==> src/rtl/fwbeu_pkg.sv <==
// fwbeu_pkg: shared widths, register indexes and width-code helpers for the
// fixed-width big-endian unpacker. No dependencies.
`default_nettype none

package fwbeu_pkg;

   localparam int ByteW    = 8;
   localparam int ValueW   = 64;
   localparam int AccW     = 56;
   localparam int CodeW    = 4;
   localparam int RunW     = 16;
   localparam int CsrIdxW  = 1;
   localparam int CsrDataW = 16;
   localparam int CntW     = 4;

   typedef logic [CsrIdxW-1:0] csr_index_type;
   typedef logic [CodeW-1:0]   width_code_type;

   // register indexes on the csr port
   localparam csr_index_type CSR_WIDTH_CODE = 1'b0;
   localparam csr_index_type CSR_RUN_LENGTH = 1'b1;

   // width codes with special meaning
   localparam width_code_type CODE_W1    = 4'd0;
   localparam width_code_type CODE_W2    = 4'd1;
   localparam width_code_type CODE_W4    = 4'd2;
   localparam width_code_type CODE_W8    = 4'd3;
   localparam width_code_type CODE_W64   = 4'd10;
   localparam width_code_type CODE_RESET = CODE_W8;

   // bytes per value for byte-wide codes; unused codes mean 64 bits
   function automatic logic [CntW-1:0] bytes_of_code(input width_code_type code);
      logic [CntW-1:0] nb;
      if (code >= CODE_W8 && code <= CODE_W64) begin
         nb = code - 4'd2;
      end else begin
         nb = 4'd8;
      end
      return nb;
   endfunction

   // low 8*nb bits set, nb in 1..8
   function automatic logic [ValueW-1:0] value_mask(input logic [CntW-1:0] nb);
      logic [6:0] bits;
      bits = {nb, 3'b000};
      return {ValueW{1'b1}} >> (7'd64 - bits);
   endfunction

   // values held in one byte for narrow codes
   function automatic logic [CntW-1:0] values_per_byte(input width_code_type code);
      logic [CntW-1:0] per;
      unique case (code)
         CODE_W1: begin
            per = 4'd8;
         end
         CODE_W2: begin
            per = 4'd4;
         end
         default: begin
            per = 4'd2;
         end
      endcase
      return per;
   endfunction

endpackage

`default_nettype wire

==> src/rtl/fixed_width_big_endian_unpacker.sv <==
// fixed_width_big_endian_unpacker: unpacks fixed-width values, msb first,
// from a byte stream into runs with a last flag. Depends on fwbeu_pkg.
//
// A byte passes the emit stage and output register before its first value. Byte
// widths take one byte per cycle unless rsp_stall holds the output; 1/2/4-bit widths
// emit one value per cycle unless stalled; the next byte waits till all are out.
// Reset (synchronous, active high): width code 8 bits, run length 1, no run
// open, accumulator empty, no beat pending on either channel.
`default_nettype none

module fixed_width_big_endian_unpacker (
   input  wire logic                          clock,
   input  wire logic                          reset,
   // configuration
   input  wire logic                          csr_we,
   input  wire fwbeu_pkg::csr_index_type      csr_index,
   input  wire logic [fwbeu_pkg::CsrDataW-1:0] csr_wdata,
   // byte input
   input  wire logic                          req_valid,
   output logic                               req_stall,
   input  wire logic [fwbeu_pkg::ByteW-1:0]   req_in_byte,
   // value output
   output logic                               rsp_valid,
   input  wire logic                          rsp_stall,
   output logic [fwbeu_pkg::ValueW-1:0]       rsp_value,
   output logic                               rsp_last
);
   import fwbeu_pkg::*;

   // configuration registers
   width_code_type      width_code_ff;
   logic [RunW-1:0]     run_length_ff;

   // run state
   logic [AccW-1:0]     acc_ff, acc_in;
   logic [CntW-2:0]     gathered_ff, gathered_in;
   logic [RunW-1:0]     left_ff, left_in;

   // emit stage
   logic [CntW-1:0]     wk_count_ff, wk_count_in;
   logic [ValueW-1:0]   wk_data_ff, wk_data_in;
   logic                wk_narrow_ff, wk_narrow_in;
   logic                wk_last_ff, wk_last_in;

   // output register
   logic                rsp_valid_ff, rsp_valid_in;
   logic [ValueW-1:0]   rsp_value_ff, rsp_value_in;
   logic                rsp_last_ff, rsp_last_in;

   logic                req_take;
   logic                move;
   logic                narrow;
   logic [RunW-1:0]     left_cur;
   logic [CntW-1:0]     per;
   logic [CntW-1:0]     n_narrow;
   logic [CntW-1:0]     nb;
   logic [ValueW-1:0]   full;
   logic                wide_done;
   logic [ValueW-1:0]   narrow_val;
   logic [ByteW-1:0]    narrow_shift;

   // handshake
   assign move      = (wk_count_ff != '0) && (!rsp_valid_ff || !rsp_stall);
   assign req_stall = (wk_count_ff > 4'd1) || ((wk_count_ff == 4'd1) && !move);
   assign req_take  = req_valid && !req_stall;

   // configuration writes
   always_ff @(posedge clock) begin
      if (reset) begin
         width_code_ff <= CODE_RESET;
         run_length_ff <= RunW'(1);
      end else if (csr_we) begin
         unique case (csr_index)
            CSR_WIDTH_CODE: begin
               width_code_ff <= csr_wdata[CodeW-1:0];
            end
            default: begin
               run_length_ff <= csr_wdata[RunW-1:0];
            end
         endcase
      end
   end

   // per-byte decode
   always_comb begin
      narrow    = (width_code_ff <= CODE_W4);
      left_cur  = (left_ff != '0) ? left_ff :
                  ((run_length_ff == '0) ? RunW'(1) : run_length_ff);
      per       = values_per_byte(width_code_ff);
      n_narrow  = (left_cur < RunW'(per)) ? left_cur[CntW-1:0] : per;
      nb        = bytes_of_code(width_code_ff);
      full      = {acc_ff, req_in_byte};
      wide_done = ({1'b0, gathered_ff} + 4'd1) >= nb;
   end

   // run state and emit-stage load
   always_comb begin
      acc_in       = acc_ff;
      gathered_in  = gathered_ff;
      left_in      = left_ff;
      wk_count_in  = wk_count_ff;
      wk_data_in   = wk_data_ff;
      wk_narrow_in = wk_narrow_ff;
      wk_last_in   = wk_last_ff;
      if (move) begin
         wk_count_in = wk_count_ff - 4'd1;
         wk_data_in  = {wk_data_ff[ValueW-1:ByteW], narrow_shift};
      end
      if (req_take) begin
         if (narrow) begin
            acc_in       = '0;
            gathered_in  = '0;
            left_in      = left_cur - RunW'(n_narrow);
            wk_count_in  = n_narrow;
            wk_data_in   = {{(ValueW-ByteW){1'b0}}, req_in_byte};
            wk_narrow_in = 1'b1;
            wk_last_in   = (left_cur == RunW'(n_narrow));
         end else if (wide_done) begin
            acc_in       = '0;
            gathered_in  = '0;
            left_in      = left_cur - RunW'(1);
            wk_count_in  = 4'd1;
            wk_data_in   = full & value_mask(nb);
            wk_narrow_in = 1'b0;
            wk_last_in   = (left_cur == RunW'(1));
         end else begin
            acc_in      = full[AccW-1:0];
            gathered_in = gathered_ff + 3'd1;
            left_in     = left_cur;
         end
      end
   end

   // narrow value extraction, top bits first
   always_comb begin
      unique case (width_code_ff)
         CODE_W1: begin
            narrow_val   = ValueW'(wk_data_ff[7]);
            narrow_shift = {wk_data_ff[6:0], 1'b0};
         end
         CODE_W2: begin
            narrow_val   = ValueW'(wk_data_ff[7:6]);
            narrow_shift = {wk_data_ff[5:0], 2'b00};
         end
         default: begin
            narrow_val   = ValueW'(wk_data_ff[7:4]);
            narrow_shift = {wk_data_ff[3:0], 4'b0000};
         end
      endcase
   end

   // output register next values
   always_comb begin
      rsp_valid_in = rsp_valid_ff;
      rsp_value_in = rsp_value_ff;
      rsp_last_in  = rsp_last_ff;
      if (move) begin
         rsp_valid_in = 1'b1;
         rsp_value_in = wk_narrow_ff ? narrow_val : wk_data_ff;
         rsp_last_in  = wk_last_ff && (wk_count_ff == 4'd1);
      end else if (rsp_valid_ff && !rsp_stall) begin
         rsp_valid_in = 1'b0;
      end
   end

   // control registers
   always_ff @(posedge clock) begin
      if (reset) begin
         acc_ff       <= '0;
         gathered_ff  <= '0;
         left_ff      <= '0;
         wk_count_ff  <= '0;
         rsp_valid_ff <= 1'b0;
      end else begin
         acc_ff       <= acc_in;
         gathered_ff  <= gathered_in;
         left_ff      <= left_in;
         wk_count_ff  <= wk_count_in;
         rsp_valid_ff <= rsp_valid_in;
      end
   end

   // payload registers
   always_ff @(posedge clock) begin
      wk_data_ff   <= wk_data_in;
      wk_narrow_ff <= wk_narrow_in;
      wk_last_ff   <= wk_last_in;
      rsp_value_ff <= rsp_value_in;
      rsp_last_ff  <= rsp_last_in;
   end

   assign rsp_valid = rsp_valid_ff;
   assign rsp_value = rsp_value_ff;
   assign rsp_last  = rsp_last_ff;

endmodule

`default_nettype wire

==> config.mk <==
export PLATFORM = sky130hd
export DESIGN_NAME = fixed_width_big_endian_unpacker
export DESIGN_NICKNAME = d
export VERILOG_FILES = /design/src/rtl/fwbeu_pkg.sv /design/src/rtl/fixed_width_big_endian_unpacker.sv
export SDC_FILE = /design/constraint.sdc
export NUM_CORES = 1
export LEC_CHECK = 0
export BUFFER_PORTS_ARGS = -buffer_cell sky130_fd_sc_hd__buf_2
export CAP_MARGIN = 10
export CORE_AREA = 2 2 203 205
export CTS_BUF_LIST = sky130_fd_sc_hd__clkbuf_2
export DETAILED_ROUTE_END_ITERATION = 12
export DIE_AREA = 0 0 205 207
export PLACE_DENSITY = 0.52
export SLEW_MARGIN = 20
export SYNTH_ARGS = -nofsm -noshare
export SYNTH_HDL_FRONTEND = slang
export SYNTH_SLANG_ARGS = --single-unit
export TNS_END_PERCENT = 1
==> constraint.sdc <==
create_clock -name clock -period 13.8 [get_ports clock]
set_clock_uncertainty 0.05 [all_clocks]
set_input_delay 0.69 -clock clock [delete_from_list [all_inputs] [get_ports clock]]
set_output_delay 0.69 -clock clock [all_outputs]
set_load 0.005 [all_outputs]
==> summary.txt <==
Global routing
  – Initial antenna violation count: 1
  – Largest net degree at the start of global routing: 83
  – First-pass GRT wire length: between 30000 and 40000 um
  – Global-route total usage across every layer: 0.112
  – GRT Residual Overflow: 0
  – Vias in the first global route: roughly 7300

Synth
  – Synth Area in Compound Gates: 0.114
  – Mapped Area: about 10000 um^2
  – Number of synthesized register bits: 231
  – Share of flip-flops with an asynchronous set or reset: 0
  – Main combinational cell family by area after synthesis: simple AND/OR/NAND/NOR gates
  – Seq/Total Area, Yosys: 0.586
  – Post-Synth Simple-Gate Area: 0.218
  – Adder-Cell Fraction of Synth Area: 0.0245
  – Syn nets: 1024
  – Area leader, netlist: edfxtp_1
  – Post-synthesis mux area share: 0.0162
  – Post-synth EDFFs: ~120
  – Cells after synthesis: ~980
  – Synth Area per Inst: just over 10 um^2
  – Most frequent cell after synthesis: nand2_1
  – Main flop type after synthesis: edfxtp_1
  – Xor/xnor share of the synthesized area: 0.0131
  – Synth top area share: 0.370
  – Synth top area cells: edfxtp_1 37%, dfxtp_1 22%, nand2_1 7.0%
  – Yosys warning count: 0
  – Synth cell types: 63
  – Synth cell count leaders: 187 x nand2_1, 123 x edfxtp_1, 108 x dfxtp_1, 102 x a21oi_1, 66 x nor2b_1

CTS
  – PostCTS Resize Cnt: 0
  – Clock tree buffer depth: 3
  – Clk slew on worst S/H paths: about 0.11 ns
  – Root buffer cell: clkbuf_2
  – Hold-fix buffers, CTS: 26
  – Worst-Skew Late Latency: around 0.96 ns
  – H-tree Lvls: 2
  – Clk sink count: 231
  – Post-CTS setup buffers: 0
  – TritonCTS clock tree: yes
  – CTS Buf Count: a little over 60

Hold path
  – WHS Path Cells: 3
  – Worst hold path type: in -> reg
  – Hold_sp: reset

Power
  – Max VDD drop: approximately 0.08 mV
  – Cell Pwr Density: about 210 nW/um^2
  – Logic pwr share: 0.395
  – Lkg Pwr: roughly 4.5 nW
  – Switching pwr: 1.01 mW
  – Cell internal pwr: 1.51 mW
  – Share of power burned in registers: 0.416
  – Switching Fraction: 0.401
  – Clk pwr share: 0.189

Routing
  – Detailed-route DRC error count: 0
  – Routed Antenna Nets: 0
  – Drt total wl: roughly 24000 um
  – Drt first pass iters: 5
  – WL/cell: 14.0 um
  – Via count: roughly 7500
  – Via-per-instance ratio: roughly 4.4
  – Initial DRC count: approximately 400

Floorplan
  – Site row count: 74
  – Die Y: approximately 210 um
  – Die footprint: roughly 42000 um^2
  – Initial Util: 0.248
  – Die X: slightly above 200 um
  – Total core area: about 40000 um^2
  – # IOs: 97

STA
  – Post-layout minimum cycle time: approximately 5.3 ns
  – Slew margin rel.: 0.345
  – Least-Margin Pin Slew: 0.980 ns
  – Final worst path period share: 0.384
  – Max Slew Vio Count: 0
  – Final Hold Fails: 0
  – Setup violators final: 0
  – F_max: 0.189 GHz
  – RSZ-0062 raised after global routing: false
  – Setup TNS: 0 ns

Worst setup path
  – Worst Path Required: approximately 15 ns
  – Cells on worst reg2reg path: 20
  – Crit path max fanout: 14
  – Reg2reg setup slack: 8.51 ns
  – Slowest stage cell, crit path: or4_4
  – Setup crit start: left_ff[10]$_SDFFE_PP0P_
  – Critical path destination: left_ff[12]$_SDFFE_PP0P_
  – Type of destination of the critical path: flop
  – Worst r2r dst: left_ff[12]$_SDFFE_PP0P_
  – Slowest cell delay on critical path: 0.58 ns
  – Critical path class: reg -> reg
  – Crit-path cells: or4_4 > nor3_4 > and2_1 > a21oi_4 > inv_2 > ha_1 > o21a_1 > a21o_1 > a311o_4 > o21ai_0 > inv_1 > fa_1 > nor2_1 > nand2_1 > nand2_1 > a21oi_1 > a21oi_1 > nor4_1 > nand4b_1 > a31oi_1
  – R2r startpoint: left_ff[10]$_SDFFE_PP0P_
  – Crit path launch type: flop
  – CP arrival: approximately 6 ns

Cells and area
  – Area of the multi-input gates: 3870 um^2
  – Layout cells sized above 1: 0.201
  – Finished Layout Cells: between 1500 and 2000
  – Fillers: ~4400
  – Nets: about 1200
  – Area growth, synth to finish: 18.2%
  – Register area: roughly 6000 um^2

Placed design
  – Post-detail-place hpwl: about 15000 um
  – IO buf count: 96
  – Placed Instances: about 1600
  – Routability cong.: 0.854

Outcome
  – Status: completed

Run
  – Max Cap Violations: 0
[registers in the layout, summed over array words and instances (netlist names), 3 cells and up]
name,flops
acc_ff,56
gathered_ff,3
left_ff,16
rsp_value,64
run_length_ff,16
width_code_ff,4
wk_count_ff,4
wk_data_ff,64
[power by group through the flow]
stage / logic (mW) / clock network, mW / registers (mW)
global placement: 0.988 / 0 / 1.06
CTS: 1.00 / 0.505 / 1.05
detailed placement: 0.994 / 0 / 1.07
global route: 1.11 / 0.534 / 1.07
floorplan: 0.699 / 0 / 1.06
finish: 0.995 / 0.476 / 1.05
[how the worst min path moves through the flow]
stage | end | slack [ns]
after CTS | width_code_ff[3]$_SDFFE_PP0P_ | 0.07
after floorplan | acc_ff[48]$_SDFFE_PP0P_ | 0.38
final | run_length_ff[10]$_SDFFE_PP0P_ | 0.24
after global routing | run_length_ff[6]$_SDFFE_PP0P_ | 0.17
after detailed placement | acc_ff[51]$_SDFFE_PP0P_ | 0.39
after global placement | acc_ff[53]$_SDFFE_PP0P_ | 0.39
[per-layer routing]
metal  wire length [um]  GRT usage  vias to the layer above
met2              10800      0.175                      198
met1              10700      0.144                     3476
li1                   -          -                     3731
met4                695     0.0553                        0
met3               1500     0.0280                       48
met5                  0          0                        -
[critical path: cells and delay by family, from the launching register on]
kind | cells | cell delay [ns]
AOI/OAI and AO/OA | 8 | 2.03
DFF | 1 | 0.39
buffers and inverters | 2 | 0.21
adders and majority gates | 2 | 0.67
and+or+nand+nor | 8 | 1.89
[final cells by class]
class	count	share of cell area
Tap cell	532	0.0564
Antenna cell	1	0.000212
Clock inverter	8	0.00350
Multi-Input combinational cell	673	0.327
Inverter	18	0.00572
Timing Repair Buffer	131	0.0685
Sequential cell	231	0.496
Clock buffer	100	0.0424
[logic make-up after synthesis]
logic type	count (synthesis)
xor gates and xnor gates	15
and+or+nand+nor	436
adders and majority gates	19
muxes	16
DFF	231
buffers and inverters	71
other	1
AOI/OAI and AO/OA	186
[metrics by stage]
step | worst slack [ns] | power (mW) | utilization | cell area (um^2) | hold slack, ns
CTS | 8.54 | 2.56 | 0.292 | 11800 | 0.0691
global route | 8.13 | 2.71 | 0.292 | 11800 | 0.165
detailed placement | 8.55 | 2.06 | 0.273 | 11000 | 0.394
finish | 8.51 | 2.52 | 0.292 | 11800 | 0.243
global placement | 8.61 | 2.05 | 0.273 | 11000 | 0.393
floorplan | 8.49 | 1.76 | - | 9990 | 0.382
[cell usage in the layout, fill, tap and decap left out, drive strengths merged, types with 19 or more instances in the layout]
cell type,count
dlygate4sd3,26
dfxtp,108
o21ai,19
buf,105
inv,20
clkbuf,100
nand2,187
a21oi,103
nor2,47
nor2b,66
and2,53
edfxtp,123
nor3,20
(Power assumes the default switching activity.)
